## src/hdl/cle_pkg.sv

```systemverilog
package cle_pkg;

    // console control bytes and printable range bounds
    localparam logic [7:0] CH_BS    = 8'h08;
    localparam logic [7:0] CH_DEL   = 8'h7F;
    localparam logic [7:0] CH_SP    = 8'h20;
    localparam logic [7:0] CH_TILDE = 8'h7E;
    localparam logic [7:0] CH_CR    = 8'h0D;
    localparam logic [7:0] CH_LF    = 8'h0A;

    typedef enum logic [1:0] {
        KIND_ECHO    = 2'd0,
        KIND_NEWLINE = 2'd1,
        KIND_ERASE   = 2'd2,
        KIND_CHAR    = 2'd3
    } kind_t;

    typedef enum logic [1:0] {
        ST_IDLE,
        ST_READ,
        ST_PUSH
    } state_t;

    typedef struct packed {
        kind_t      kind;
        logic [7:0] data;
        logic       last;
    } result_t;

endpackage

```

## src/hdl/console_line_editor_top.sv

```systemverilog
// Console line editor with echo.
//
// Slave stream: one received console byte per transaction on s_tdata.
// Master stream: echo and line results; m_tuser carries the kind (echo byte,
// newline, erase, line character), m_tdata the byte, m_tlast marks the final
// result of one input byte.
//
// A printable byte with room in the line, or a backspace/DEL with a non-empty
// line, gives one result in the cycle after acceptance; one such byte can be
// taken every cycle while the receiver keeps up. CR or LF (unless right after
// an echoed one) gives the newline echo in the cycle after acceptance, then
// each stored character by a line-store read and an output push, with s_tready
// low until the line is drained. The store is a one-port-read, one-port-write
// RAM with registered reads; the line holds up to LINE_MAX-1 characters.
//
// Reset clears the line length and the line-ending flag; the store itself is
// not cleared. A single output register parts the two sides: when the
// receiver stalls with a result pending, s_tready drops and drain pauses.
module console_line_editor_top #(
    parameter int LINE_MAX = 64
) (
    input  logic       clk,
    input  logic       rst_n,
    input  logic       s_tvalid,
    output logic       s_tready,
    input  logic [7:0] s_tdata,   // rx_byte
    output logic       m_tvalid,
    input  logic       m_tready,
    output logic [7:0] m_tdata,   // data_byte
    output logic [1:0] m_tuser,   // kind
    output logic       m_tlast
);

    localparam int AW = (LINE_MAX > 2) ? $clog2(LINE_MAX) : 1;

    logic             can_push;
    logic             push;
    cle_pkg::result_t push_res;
    logic             wr_en;
    logic [AW-1:0]    wr_addr;
    logic [7:0]       wr_data;
    logic             rd_en;
    logic [AW-1:0]    rd_addr;
    logic [7:0]       rd_data;

    cle_ctrl #(
        .LINE_MAX (LINE_MAX),
        .AW       (AW)
    ) u_ctrl (
        .clk      (clk),
        .rst_n    (rst_n),
        .s_tvalid (s_tvalid),
        .s_tready (s_tready),
        .rx_byte  (s_tdata),
        .can_push (can_push),
        .push     (push),
        .push_res (push_res),
        .wr_en    (wr_en),
        .wr_addr  (wr_addr),
        .wr_data  (wr_data),
        .rd_en    (rd_en),
        .rd_addr  (rd_addr),
        .rd_data  (rd_data)
    );

    cle_line_ram #(
        .DEPTH (LINE_MAX),
        .AW    (AW)
    ) u_ram (
        .clk     (clk),
        .wr_en   (wr_en),
        .wr_addr (wr_addr),
        .wr_data (wr_data),
        .rd_en   (rd_en),
        .rd_addr (rd_addr),
        .rd_data (rd_data)
    );

    cle_out_reg u_out (
        .clk      (clk),
        .rst_n    (rst_n),
        .push     (push),
        .push_res (push_res),
        .can_push (can_push),
        .m_tvalid (m_tvalid),
        .m_tready (m_tready),
        .m_tdata  (m_tdata),
        .m_tuser  (m_tuser),
        .m_tlast  (m_tlast)
    );

endmodule

```

## src/hdl/cle_line_ram.sv

```systemverilog
module cle_line_ram #(
    parameter int DEPTH = 64,
    parameter int AW    = 6
) (
    input  logic          clk,
    input  logic          wr_en,
    input  logic [AW-1:0] wr_addr,
    input  logic [7:0]    wr_data,
    input  logic          rd_en,
    input  logic [AW-1:0] rd_addr,
    output logic [7:0]    rd_data
);

    logic [7:0] mem [DEPTH];

    always_ff @(posedge clk)
    begin
        if (wr_en)
        begin
            mem[wr_addr] <= wr_data;
        end
    end

    always_ff @(posedge clk)
    begin
        if (rd_en)
        begin
            rd_data <= mem[rd_addr];
        end
    end

endmodule

```

## src/hdl/cle_out_reg.sv

```systemverilog
module cle_out_reg (
    input  logic              clk,
    input  logic              rst_n,
    input  logic              push,
    input  cle_pkg::result_t  push_res,
    output logic              can_push,
    output logic              m_tvalid,
    input  logic              m_tready,
    output logic [7:0]        m_tdata,   // data_byte
    output logic [1:0]        m_tuser,   // kind
    output logic              m_tlast
);

    logic             valid_reg;
    logic             valid_next;
    cle_pkg::result_t res_reg;

    assign can_push = !valid_reg || m_tready;

    always_comb
    begin
        valid_next = valid_reg;
        if (push)
        begin
            valid_next = 1'b1;
        end
        else if (m_tready)
        begin
            valid_next = 1'b0;
        end
    end

    always_ff @(posedge clk or negedge rst_n)
    begin
        if (!rst_n)
        begin
            valid_reg <= 1'b0;
        end
        else
        begin
            valid_reg <= valid_next;
        end
    end

    always_ff @(posedge clk)
    begin
        if (push && can_push)
        begin
            res_reg <= push_res;
        end
    end

    assign m_tvalid = valid_reg;
    assign m_tdata  = res_reg.data;
    assign m_tuser  = res_reg.kind;
    assign m_tlast  = res_reg.last;

endmodule

```

## src/hdl/cle_ctrl.sv

```systemverilog
module cle_ctrl #(
    parameter int LINE_MAX = 64,
    parameter int AW       = 6
) (
    input  logic              clk,
    input  logic              rst_n,
    input  logic              s_tvalid,
    output logic              s_tready,
    input  logic [7:0]        rx_byte,
    input  logic              can_push,
    output logic              push,
    output cle_pkg::result_t  push_res,
    output logic              wr_en,
    output logic [AW-1:0]     wr_addr,
    output logic [7:0]        wr_data,
    output logic              rd_en,
    output logic [AW-1:0]     rd_addr,
    input  logic [7:0]        rd_data
);

    localparam logic [AW-1:0] CAP = AW'(LINE_MAX - 1);

    cle_pkg::state_t state_reg, state_next;
    logic [AW-1:0]   len_reg, len_next;
    logic            after_nl_reg, after_nl_next;
    logic [AW-1:0]   idx_reg, idx_next;
    logic [AW-1:0]   end_reg, end_next;

    logic accept;
    logic is_eol;
    logic is_erase;
    logic is_print;

    assign accept   = (state_reg == cle_pkg::ST_IDLE) && s_tvalid && can_push;
    assign is_eol   = rx_byte inside {cle_pkg::CH_CR, cle_pkg::CH_LF};
    assign is_erase = rx_byte inside {cle_pkg::CH_BS, cle_pkg::CH_DEL};
    assign is_print = rx_byte inside {[cle_pkg::CH_SP:cle_pkg::CH_TILDE]};

    // next-state logic for the state registers
    always_comb
    begin
        state_next    = state_reg;
        len_next      = len_reg;
        after_nl_next = after_nl_reg;
        idx_next      = idx_reg;
        end_next      = end_reg;
        case (state_reg)
            cle_pkg::ST_IDLE:
            begin
                if (accept)
                begin
                    if (is_eol)
                    begin
                        after_nl_next = !after_nl_reg;
                        if (!after_nl_reg)
                        begin
                            len_next = '0;
                            idx_next = '0;
                            end_next = len_reg - 1'b1;
                            if (len_reg != '0)
                            begin
                                state_next = cle_pkg::ST_READ;
                            end
                        end
                    end
                    else
                    begin
                        after_nl_next = 1'b0;
                        if (is_erase && len_reg != '0)
                        begin
                            len_next = len_reg - 1'b1;
                        end
                        else if (is_print && len_reg < CAP)
                        begin
                            len_next = len_reg + 1'b1;
                        end
                    end
                end
            end
            cle_pkg::ST_READ:
            begin
                state_next = cle_pkg::ST_PUSH;
            end
            cle_pkg::ST_PUSH:
            begin
                if (can_push)
                begin
                    if (idx_reg == end_reg)
                    begin
                        state_next = cle_pkg::ST_IDLE;
                    end
                    else
                    begin
                        idx_next   = idx_reg + 1'b1;
                        state_next = cle_pkg::ST_READ;
                    end
                end
            end
            default:
            begin
                state_next = cle_pkg::ST_IDLE;
            end
        endcase
    end

    // outputs
    always_comb
    begin
        s_tready = 1'b0;
        push     = 1'b0;
        push_res = '{kind: cle_pkg::KIND_ECHO, data: 8'h00, last: 1'b0};
        wr_en    = 1'b0;
        wr_addr  = len_reg;
        wr_data  = rx_byte;
        rd_en    = 1'b0;
        rd_addr  = idx_reg;
        case (state_reg)
            cle_pkg::ST_IDLE:
            begin
                s_tready = can_push;
                if (accept)
                begin
                    if (is_eol)
                    begin
                        if (!after_nl_reg)
                        begin
                            push     = 1'b1;
                            push_res = '{kind: cle_pkg::KIND_NEWLINE, data: 8'h00,
                                         last: (len_reg == '0)};
                        end
                    end
                    else if (is_erase)
                    begin
                        if (len_reg != '0)
                        begin
                            push     = 1'b1;
                            push_res = '{kind: cle_pkg::KIND_ERASE, data: 8'h00,
                                         last: 1'b1};
                        end
                    end
                    else if (is_print && len_reg < CAP)
                    begin
                        wr_en    = 1'b1;
                        push     = 1'b1;
                        push_res = '{kind: cle_pkg::KIND_ECHO, data: rx_byte,
                                     last: 1'b1};
                    end
                end
            end
            cle_pkg::ST_READ:
            begin
                rd_en = 1'b1;
            end
            cle_pkg::ST_PUSH:
            begin
                // read data holds until the next read, so waiting here is safe
                if (can_push)
                begin
                    push     = 1'b1;
                    push_res = '{kind: cle_pkg::KIND_CHAR, data: rd_data,
                                 last: (idx_reg == end_reg)};
                end
            end
            default:
            begin
                s_tready = 1'b0;
            end
        endcase
    end

    always_ff @(posedge clk or negedge rst_n)
    begin
        if (!rst_n)
        begin
            state_reg    <= cle_pkg::ST_IDLE;
            len_reg      <= '0;
            after_nl_reg <= 1'b0;
            idx_reg      <= '0;
            end_reg      <= '0;
        end
        else
        begin
            state_reg    <= state_next;
            len_reg      <= len_next;
            after_nl_reg <= after_nl_next;
            idx_reg      <= idx_next;
            end_reg      <= end_next;
        end
    end

    a_no_rw_overlap: assert property (@(posedge clk) disable iff (!rst_n)
        !(wr_en && rd_en))
        else $error("line store written and read in one cycle");

    a_push_room: assert property (@(posedge clk) disable iff (!rst_n)
        push |-> can_push)
        else $error("result pushed into a full output register");

    a_drain_len_clear: assert property (@(posedge clk) disable iff (!rst_n)
        (state_reg != cle_pkg::ST_IDLE) |-> (len_reg == '0))
        else $error("line length not cleared during drain");

    a_drain_bound: assert property (@(posedge clk) disable iff (!rst_n)
        (state_reg != cle_pkg::ST_IDLE) |-> (idx_reg <= end_reg && end_reg < CAP))
        else $error("drain index beyond stored line");

    a_len_cap: assert property (@(posedge clk) disable iff (!rst_n)
        len_reg <= CAP)
        else $error("line length above capacity");

endmodule
```

## config.mk

```make
export PLATFORM = sky130hd
export DESIGN_NAME = console_line_editor_top
export DESIGN_NICKNAME = d
export VERILOG_FILES = /design/src/hdl/cle_pkg.sv /design/src/hdl/console_line_editor_top.sv /design/src/hdl/cle_line_ram.sv /design/src/hdl/cle_out_reg.sv /design/src/hdl/cle_ctrl.sv
export SDC_FILE = /design/constraint.sdc
export NUM_CORES = 1
export LEC_CHECK = 0
export ABC_AREA = 1
export BUFFER_PORTS_ARGS = -buffer_cell sky130_fd_sc_hd__clkbuf_2
export CAP_MARGIN = 20
export CELL_PAD_IN_SITES_DETAIL_PLACEMENT = 0
export CELL_PAD_IN_SITES_GLOBAL_PLACEMENT = 1
export CORE_MARGIN = 10
export CORE_UTILIZATION = 55
export CTS_CLUSTER_DIAMETER = 40
export CTS_CLUSTER_SIZE = 20
export DETAILED_ROUTE_END_ITERATION = 6
export GPL_TIMING_DRIVEN = 0
export PLACE_DENSITY = 0.95
export SKIP_CTS_REPAIR_TIMING = 1
export SYNTH_ARGS = -nofsm -noshare
export SYNTH_HDL_FRONTEND = slang
export SYNTH_SLANG_ARGS = --single-unit
```

## constraint.sdc

```tcl
create_clock -name clk -period 4.95 [get_ports clk]
set_input_delay 0.99 -clock clk [delete_from_list [all_inputs] [get_ports clk]]
set_output_delay 0.99 -clock clk [all_outputs]
set_load 0.1 [all_outputs]
```

; ---- Word-level counts from Yosys, hierarchy flattened
; Memories as Yosys holds them, arrays and structs flattened. A register that Yosys moved wholly into a read port is not among the register bits.
; Index checks and enable logic that the tools add are counted.
[totals]
output_inout_bits = 13
mem_count = 1
ramBits = 512
reg_bits = 33
elab_cells = 96
[memory_table]
columns = memory, depth, word_bits, read_ports, rd_ports_with_merged_regs, wr, line
row1 = u_ram.mem, 64, 8, 1, 1, 1, cle_line_ram.sv:14  ; logic [7:0] mem [DEPTH];
[classes]
bitwise_logic = 1
n_lt_le_gt_ge = 3
muxes = 43
n_reduce_logical = 22
add_sub_neg = 3
eq_ne = 14
[op_table]
columns = operator, n
row1 = $mux W11, 5
row2 = $mux W6, 8
row3 = $eq A8 B4 Y1 const B, 3
row4 = $pmux W11 S2, 1
row5 = $mux W1, 19
row6 = $add A6 B1 Y6 const B, 2
row7 = $pmux W6 S2, 1
row8 = $mux W10, 1
row9 = $mux W2, 5
row10 = $mux W9, 1
row11 = $eq A8 B7 Y1 const B, 1
row12 = $ge A8 B6 Y1 const B, 1
row13 = $le A8 B7 Y1 const B, 1
row14 = $ne A2 B2 Y1 const B, 4
row15 = $reduce_and A4 Y1, 2
row16 = $reduce_bool A2 Y1, 4
row17 = $eq A6 B6 Y1, 1
row18 = $logic_and A1 B1 Y1, 6
row19 = $logic_not A6 Y1, 1
row20 = $lt A6 B6 Y1 const B, 1
row21 = $ne A2 B1 Y1 const B, 3
row22 = $pmux W2 S3, 1
row23 = $reduce_and A6 Y1, 1
row24 = $reduce_bool A6 Y1, 1
row25 = 11 further kinds, 12

; ---- Logic depth before layout (Yosys ltp)
; Gate-level depths: netlist (run 1).
[logic_depth]
depth_word = 10
depth_mapped = 12

; ---- Hierarchy
; From an unflattened synthesis (run 1), not the netlist that was laid out.
[unflattened]
cells_unflattened = 2060
area_unflattened_um2 = 23497.5
[modules_own_cells]
columns = mod, area_each_um2, seq_area_each_um2, instances, cells_per_inst
row1 = cle_line_ram, 21419.3, 15615.0, 1, 1805
row2 = cle_ctrl, 1702.9, 525.5, 1, 238
row3 = cle_out_reg, 375.4, 355.3, 1, 17

; ---- Worst setup path before layout (run 1)
; Ideal clock, no wire load.
[synth_timing]
path_kind = input -> output
startpoint = input port m_tready
endpoint = output port s_tready
t_arrival_ps = 2446
slack_ps = 1514
stages = 4
required_time_ps = 3960
path_buffers = 0
cell_sequence = inv_1 nand2_1 inv_1 nor2_1
[synth_via]
elab_chain_len = 2
[synth_rtl]
columns = element, line
row1 = start: declaration, console_line_editor_top.sv:28  ; input logic m_tready,
row2 = $logic_or A1 B1 Y1, cle_out_reg.sv:18  ; assign can_push = !valid_reg || m_tready;
row3 = $mux W1, cle_ctrl.sv:117  ; case (state_reg)
row4 = end: declaration, console_line_editor_top.sv:25  ; output logic s_tready,
; Every way passes these cells.

; ---- Worst setup path after layout (run 1)
[layout_timing]
startpoint = input port s_tdata[5]
endpoint = memory u_ram.mem[58][2], enable pin
[layout_via]
elab_chain_len = 10
word_cells_on_any_way = 17
cone_classes = order compare (2) / eq/ne (4) / mux (7) / reduce/logical (4)
[layout_rtl]
columns = element, line
row1 = start: declaration, console_line_editor_top.sv:26  ; input logic [7:0] s_tdata,
row2 = $ge A8 B6 Y1 or $le A8 B7 Y1 (tied branches), cle_ctrl.sv:37  ; assign is_print = rx_byte inside {[cle_pkg::CH_SP:cle_pkg::CH_TILDE]};
row3 = $logic_and A1 B1 Y1, cle_ctrl.sv:37
row4 = $logic_and A1 B1 Y1, cle_ctrl.sv:141  ; else if (is_print && len_reg < CAP)
row5 = $mux W1, cle_ctrl.sv:141
row6 = $mux W1, cle_ctrl.sv:132  ; else if (is_erase)
row7 = $mux W1 (*), cle_ctrl.sv:123  ; if (is_eol)
row8 = $mux W1 (*), cle_ctrl.sv:121  ; if (accept)
row9 = $mux W1 (*), cle_ctrl.sv:117
row10 = $mux W1 (*), cle_line_ram.sv:18  ; if (wr_en)
row11 = $mux W1 (not written as such) (*), cle_line_ram.sv:20  ; mem[wr_addr] <= wr_data;
row12 = end: declaration, cle_line_ram.sv:14
; Every way passes the cells marked *; elsewhere a longest branch is shown, timed or not.

==> results, run 1 <==
- The H-tree level count is 3.
- The signal arrival time at the worst endpoint is 4.25 ns.
- The largest individual stage delay along the critical path comes from the cell sky130_fd_sc_hd__nor2_1.
- After clock tree synthesis, the clock-pin slew on the worst setup and hold paths is 0.08 ns.
- The number of nets in the final layout is 2,404.
- The number of slew-limit violations in the final report is 0.
- The placed instance count is 2,899.
- The synthesized netlist occupies a cell area of 0.02384 mm².
- The async set-reset flop share out of synthesis is 3.978%.
- The data required time at the worst endpoint is 5.17 ns.
- The height of the die is 228.2 µm.
- The highest achievable clock rate is 248.1 MHz.
- The routed design has 76.88 mm of wire.
- The post-synth net total is 2,300.
- The number of endpoints failing setup at the final stage is 0.
- The remaining global-route overflow is 0.
- Yosys mapped a number of flops with a built-in enable equal to 531.
- Measured on the finished design, the core utilization comes to 63.69%.
- The TritonCTS clock tree is yes.
- The count of nets left with antenna violations once routing finished came out at 0.
- In this run the horizontal extent of the chip is 228.2 µm.
- The number of iterations in the first detailed-routing pass is 6.
- The first global-routing pass estimated 111.4 mm of wire.
- The sequential fraction of the synthesis area is 69.20%.
- In this run, the number of DRC markers left after iteration 0 of detailed routing was 2,504.
- The library cell used most frequently in the layout, excluding fill and tap cells, is sky130_fd_sc_hd__nand2_1.
- Of the total power, registers draw 37.2%.
- The gate count of the mapped netlist is 2,285.
- The routed wirelength normalized by instance count is 25.35 µm.
- Once placement finished, the instance area stood at 0.02479 mm².
- The hold violation count in the final report is 0.
- The worst-case IR drop observed on VDD is 0.4199 mV.
- The clock skew after layout is 0.02994 ns.
- The area overhead of the layout relative to synthesis is 14.83%.
- The critical path's largest stage delay is 1.08 ns.
- The total of warnings raised by yosys is 0.
- The total leakage power is 10.98 nW.
- The worst setup path is captured at a register.
- The final clock period utilization by the worst path is 81.42%.
- The nature of the critical path startpoint is a primary input.
- The clock period minus worst slack is 4.030 ns.
- Global routing used 29.34% of the available tracks.
- The number of standard-cell rows in the floorplan is 76.
- The startpoint of the worst register-to-register path is u_ctrl.wr_addr[0].
- The path depth of the worst reg2reg path is 8.
- Combinational logic burns 24.2% of the power.
- The floorplan step defined a die boundary enclosing 0.05207 mm².
- The signal on the critical path passes through clkbuf_4, inv_1, a21oi_1, nand3_1, nor2_2, nand4_1, nor2_1.
- In this run the worst path has a maximum fanout of 67.
- Across the run, the number of max-cap violations was 0.
- The post-detailed-placement half-perimeter wirelength is 52.75 mm.
- Pin placement for this block handled 25 I/O pins.
- The total power density per cell area is 518.7 mW/mm².
- In the layout the commonest cells are 785 x sky130_fd_sc_hd__nand2_1, 531 x sky130_fd_sc_hd__edfxtp_1, 296 x sky130_fd_sc_hd__nand3_1.
- The area of the core is 0.04298 mm².
- The clock net in this run drives a total of 553 sinks.
- The type of the worst setup path is primary input to register.
- The post-route netlist has 9.926% of its cells at a drive strength greater than 1.
- The path class of the lowest-slack min-delay path is primary input to async pin.
- The switching share of power is 35.21%.
- Synthesis instantiated 31 different standard cells from the library.
- The switching power is 4.999 mW.
- The number of buffers inserted during clock tree synthesis is 73.
- In this run, synthesis produced a sequential element count of 553.
- The final instance count without filler cells is 3,033.
- The internal power contribution is 9.200 mW.
- Summing over every cut layer, the via total after detailed routing is 17.56k.
- The final weighted congestion in routability-driven placement is 1.035.
- The via count of the first global-routing pass is 16.68k.
- The hold slack is 0.3803 ns.
- The final standard cell area without fillers is 0.02738 mm².
- The initial standard-cell utilization of the core is 55.46%.
- The flow ran to the end, and the final reports show no timing, DRC or antenna violations.
- The worst register-to-register path ends at u_ram.mem[58][2].
- The share of total power in the clock network is 38.6%.
- In the routed design, unresolved DRC markers number 0.
- Entering global routing, the biggest net connects 69 pins.
- The average via count per standard cell is 5.790.
- In the synthesized netlist the dominant register cell turns out to be sky130_fd_sc_hd__edfxtp_1.
- The number of inserted diodes is 0.
- The initial antenna violation count is 0.
- The worst register-to-register path has a setup slack of 1.43 ns.
- In this run the tightest slew margin relative to its limit is 31.00%.
- Dividing the synthesized area by the synthesized cell count gives 10.43 µm².
- The flip-flop count of the largest register after layout is 512.
- For the worst-skew pair, the clock arrives at the later sink with an insertion delay of 0.62 ns.
- The maximum buffer depth of the clock tree is 3.
- The pin slew with the least headroom to its limit is 1.031 ns.
- Port buffering added 24 buffers.
- Setup repair after global routing left no endpoint under its margin.
- The root buffer cell is sky130_fd_sc_hd__clkbuf_16.
- Counting the fill cells in the layout gives 3,381.
- u_ram.mem holds more flip-flops than any other register.
[routing by layer]
| metal | global-route usage (%) | wire length, µm | vias up |
|---|---|---|---|
| li1 | - | - | 7814 |
| met1 | 39.11 | 29330 | 8365 |
| met2 | 44.06 | 34220 | 1162 |
| met3 | 6.205 | 8450 | 220 |
| met4 | 17.06 | 4881 | 0 |
| met5 | 0 | 0 | - |
[stage by stage]
stage / TNS, ns / setup WS (ns) / power [mW]
global placement: -5.232 / -0.1603 / 8.626
global route: 0 / 0.8252 / 14.60
finish: 0 / 0.9200 / 14.20
detailed placement: 0 / 0.3363 / 8.690
CTS: 0 / 0.9493 / 14.11
floorplan: 0 / 1.514 / 7.296
[worst max-delay path, delay by kind of cell]
family / cells / cell delay, ns
simple gates: 4 / 2.12
compound gates: 1 / 0.24
buf+inv: 2 / 0.81
[worst max path at each step]
| stage | slack, ns | end | cells past startpoint | start |
|---|---|---|---|---|
| final | 0.92 | u_ram.mem[58][2] | 7 | s_tdata[5] |
| after global routing | 0.83 | u_ram.mem[58][0] | 7 | s_tdata[5] |
| after CTS | 0.95 | u_ram.mem[50][4] | 7 | s_tdata[5] |
| after detailed placement | 0.34 | u_ram.mem[50][0] | 7 | s_tdata[5] |
| after global placement | -0.16 | u_ram.mem[58][0] | 7 | s_tdata[6] |
| after floorplan | 1.51 | s_tready | 4 | m_tready |
[power by group through the flow]
stage          clock network, mW  registers [mW]  logic [mW]
2_1_floorplan                  0            5.46        1.84
3_3_place_gp                   0            5.38        3.24
3_5_place_dp                   0            5.38        3.31
4_1_cts                     5.49            5.28        3.34
5_1_grt                     5.68            5.29        3.64
6_report                    5.47            5.28        3.44
[synth_stat cells (4+ instances only)]
master / number / area [µm²]
sky130_fd_sc_hd__dfrtp_1: 22 / 550.5
sky130_fd_sc_hd__edfxtp_1: 531 / 15950
sky130_fd_sc_hd__nor2_1: 175 / 656.9
sky130_fd_sc_hd__buf_1: 11 / 41.29
sky130_fd_sc_hd__nand2_1: 785 / 2947
sky130_fd_sc_hd__o211ai_1: 24 / 180.2
sky130_fd_sc_hd__nand3_2: 4 / 40.04
sky130_fd_sc_hd__inv_2: 6 / 22.52
sky130_fd_sc_hd__nand3_1: 296 / 1481
sky130_fd_sc_hd__xor2_1: 7 / 61.31
sky130_fd_sc_hd__clkbuf_1: 32 / 120.1
sky130_fd_sc_hd__inv_1: 222 / 833.3
sky130_fd_sc_hd__nand4_1: 4 / 25.02
sky130_fd_sc_hd__a21oi_1: 33 / 165.2
sky130_fd_sc_hd__o21ai_0: 36 / 180.2
sky130_fd_sc_hd__buf_2: 66 / 330.3
[logic make-up (layout without fill, tap and decap cells)]
group / after synthesis / count (layout) / share of synthesized area [%]
buffers and inverters: 343 / 506 / 5.805
adder cells (fa/ha/maj): 3 / 3 / 0.1575
XOR/XNOR: 10 / 10 / 0.3674
AND/OR/NAND/NOR: 1279 / 1279 / 22.15
AO/OA/AOI/OAI: 97 / 97 / 2.320
flip-flops: 553 / 553 / 69.20
[final cells by class]
cell class,instances,area [µm²],area share (%)
Sequential cell,553,16500,60.26
Inverter,232,873.3,3.190
Clock inverter,55,668.1,2.441
Clock buffer,79,1913,6.988
Tap cell,585,732.0,2.674
Timing Repair Buffer,29,222.7,0.8136
Multi-Input combinational cell,1389,5959,21.77
Buffer,111,510.5,1.865
No activity file was read; power rests on OpenSTA's default activity.
==> run 2: changes to the inputs <==
- CORE_UTILIZATION: 55 -> 51
- PLACE_DENSITY: 0.95 -> 0.92
- clock period: 4.95 -> 4.2 ns (I/O delays scaled with it)
==> results, run 2 (synthesized netlist as in run 1, its figures left out) <==
- The area overhead of the layout relative to synthesis is 14.23%.
- Routability-driven placement finished with a final weighted congestion of 1.021.
- Setup violations remaining at the end of the flow were counted as 13.
- The largest net degree at the start of global routing is 69.
- The number of inserted diodes is 0.
- The initial utilization of the core area, before any placement, comes to 51.42%.
- The commonest non-fill, non-tap cell in the layout is sky130_fd_sc_hd__nand2_1.
- The area of the die is 0.05579 mm².
- Summed over all layers, the routed wires come to 78.22 mm.
- The signal on the critical path passes through clkbuf_4, inv_1, a21oi_1, nand3_1, nor2_2, nand4_1, nor2_1.
- The share of total power in the clock network is 38.0%.
- The combinational group share of total power is 24.3%.
- The first global-routing pass estimated 112.5 mm of wire.
- For this run, the number of standard cells in the final layout without fillers is 3,050.
- Port buffering added 24 buffers.
- The normalized max-slew margin is 20.72%.
- In this run switching power makes up 35.08% of total power.
- The path class of the lowest-slack min-delay path is primary input to async pin.
- 25 I/O pins were placed.
- The total number of vias is 17.57k.
- The TritonCTS clock tree is yes.
- The placement-stage worst setup slack is -0.4806 ns.
- The worst ir drop on vdd is 0.5079 mV.
- The hold violation count in the final report is 0.
- The run finished, with violations left.
- Overall power consumption after layout is estimated at 16.52 mW.
- The minimum setup slack among reg-to-reg paths is 0.36 ns.
- Between clock sinks in the finished design, the worst skew comes to 0.04248 ns.
- The final antenna-violating net count is 0.
- Timing would allow up to 233.4 MHz.
- The data required time at the worst endpoint is 4.42 ns.
- Once routing completed, OpenROAD measured the worst setup slack at -0.08506 ns.
- The count of maximum capacitance violations is 0.
- Setup repair after global routing could not meet its margin everywhere.
- For this design the ratio of total power to cell area is 606.7 mW/mm².
- The number of nets in the final layout is 2,399.
- The critical path's largest stage delay is 1.25 ns.
- The overall routing resource usage is 27.61%.
- The final reports fail on DRC, setup timing.
- The placed instances occupy a cell area of 0.02476 mm².
- The cell with the largest stage delay on the worst path is sky130_fd_sc_hd__nor2_1.
- The first routing iteration left 2,684 violations.
- The number of slew-limit violations in the final report was 0.
- Counting tap cells, the placed design contains a total of 2,917 instances.
- The number of inserted filler cells in the final layout is 3,737.
- In this run the clock root is driven by a sky130_fd_sc_hd__clkbuf_16.
- The worst-path maximum fanout is 67.
- The overall die width is 236.2 µm.
- In this run the core area contains 79 standard-cell rows.
- The total leakage power is 10.89 nW.
- The H-tree level count is 3.
- The initial antenna violation count was 1.
- By startpoint and endpoint, the worst setup path is classified as primary input to register.
- In the routed design, unresolved DRC markers number 1.
- The clock edge transition at the registers on the reported setup and hold paths is 0.06 ns.
- The number of clock buffers added by TritonCTS is 72.
- The die is 236.2 µm tall.
- The proportion of power drawn by flip-flops and latches is 37.7%.
- The internal portion of the total power is 10.73 mW.
- STA classifies the critical path startpoint as a primary input.
- The via count of the first global-routing pass is 16.41k.
- After floorplanning, the core was sized to cover 0.04636 mm².
- The worst path in the final design needs a cycle of 4.285 ns, including I/O delays and setup.
- Summing all non-filler instances in the final layout gives an area of 0.02723 mm².
- STA puts the critical path data arrival time at 4.51 ns.
- The clock passes through at most 3 buffers.
- The flip-flop count of the largest register after layout is 512.
- The worst setup path is captured at a register.
- The ratio of cells with drive above 1 in the final layout is 9.742%.
- The clock reaches the later pin of the worst-skew pair after 0.63 ns.
- The pin slew with the least headroom to its limit is 1.185 ns.
- The remaining global-route overflow is 0.
- The switching power is 5.795 mW.
- The top register by number of flip-flops is u_ram.mem.
- Once layout is complete, the utilization of the core stands at 58.74%.
- The clock net sink count is 553.
- Dividing the final minimum period by the clock period gives 102.0%.
- Before antenna repair, the detailed router went through 7 iterations.
- In the final routed layout, each cell accounts on average for 25.65 µm.
- The average via count per standard cell is 5.761.
- In the layout the commonest cells are 785 x sky130_fd_sc_hd__nand2_1, 531 x sky130_fd_sc_hd__edfxtp_1, 296 x sky130_fd_sc_hd__nand3_1.
- Detailed placement finished with a half-perimeter wire length of 54.05 mm.
==> run 2: cell count changes in the layout (fill, tap and decap cells not counted), moves of 2 or more <==
cell / previous run / this run
sky130_fd_sc_hd__inv_16: 0 / 2
sky130_fd_sc_hd__clkinv_8: 10 / 4
sky130_fd_sc_hd__clkinv_2: 3 / 5
sky130_fd_sc_hd__buf_6: 3 / 1
sky130_fd_sc_hd__clkbuf_16: 76 / 72
sky130_fd_sc_hd__inv_6: 11 / 13
sky130_fd_sc_hd__inv_12: 4 / 0
sky130_fd_sc_hd__buf_16: 2 / 0
sky130_fd_sc_hd__inv_8: 8 / 11
sky130_fd_sc_hd__clkbuf_1: 35 / 38
sky130_fd_sc_hd__clkinv_1: 9 / 7
sky130_fd_sc_hd__clkinvlp_4: 3 / 6
==> run 2: power by group through the flow <==
stage          sequential [mW]  clock [mW]  combinational (mW)
2_1_floorplan             6.43           0                2.17
3_3_place_gp              6.35           0                3.82
3_5_place_dp              6.34           0                3.88
4_1_cts                   6.23        6.28                3.90
5_1_grt                   6.24        6.54                4.26
6_report                  6.23        6.27                4.01
==> run 2: final timing paths <==
check	startpoint	end	cells after the start
worst max-delay path	s_tdata[6]	u_ram.mem[58][6]	7
worst min-delay path	rst_n	u_ctrl.after_nl_reg	1
worst max register to register	u_ctrl.wr_addr[0]	u_ram.mem[58][6]	8
worst min register to register	u_ctrl.after_nl_reg	u_ctrl.after_nl_reg	2
max in group asynchronous	rst_n	u_ctrl.wr_addr[1]	1
min in group clk	u_ctrl.after_nl_reg	u_ctrl.after_nl_reg	2
==> run 2: worst max-delay path, delay by kind of cell <==
| kind | cells | cell delay, ns |
|---|---|---|
| compound gates | 1 | 0.23 |
| buf+inv | 2 | 0.93 |
| simple gates | 4 | 2.46 |
==> run 2: area by class of cell <==
| cell class | count | area [µm²] | share of cell area, % |
|---|---|---|---|
| multi-input combinational | 1389 | 5964 | 21.90 |
| timing repair buffer | 25 | 160.2 | 0.5881 |
| clock inverter | 55 | 643.1 | 2.362 |
| buffer | 111 | 510.5 | 1.875 |
| tap | 607 | 759.5 | 2.789 |
| inverter | 232 | 873.3 | 3.207 |
| sequential | 553 | 16500 | 60.58 |
| clock buffer | 78 | 1824 | 6.699 |
==> run 2: stage by stage <==
stage | TNS (ns) | hold WS (ns)
CTS | 0 | 0.2465
finish | -0.6414 | 0.2407
floorplan | 0 | 0.4695
global placement | -190.17 | 0.4848
global route | -0.01702 | 0.2717
detailed placement | -22.58 | 0.5028
==> run 2: per-layer routing <==
layer	global-route usage, %	routed length (µm)	vias up
met5	0	13	-
met4	10.81	3140	2
met3	5.416	8726	180
met2	43.10	36190	1075
met1	37.54	30150	8494
li1	-	-	7819
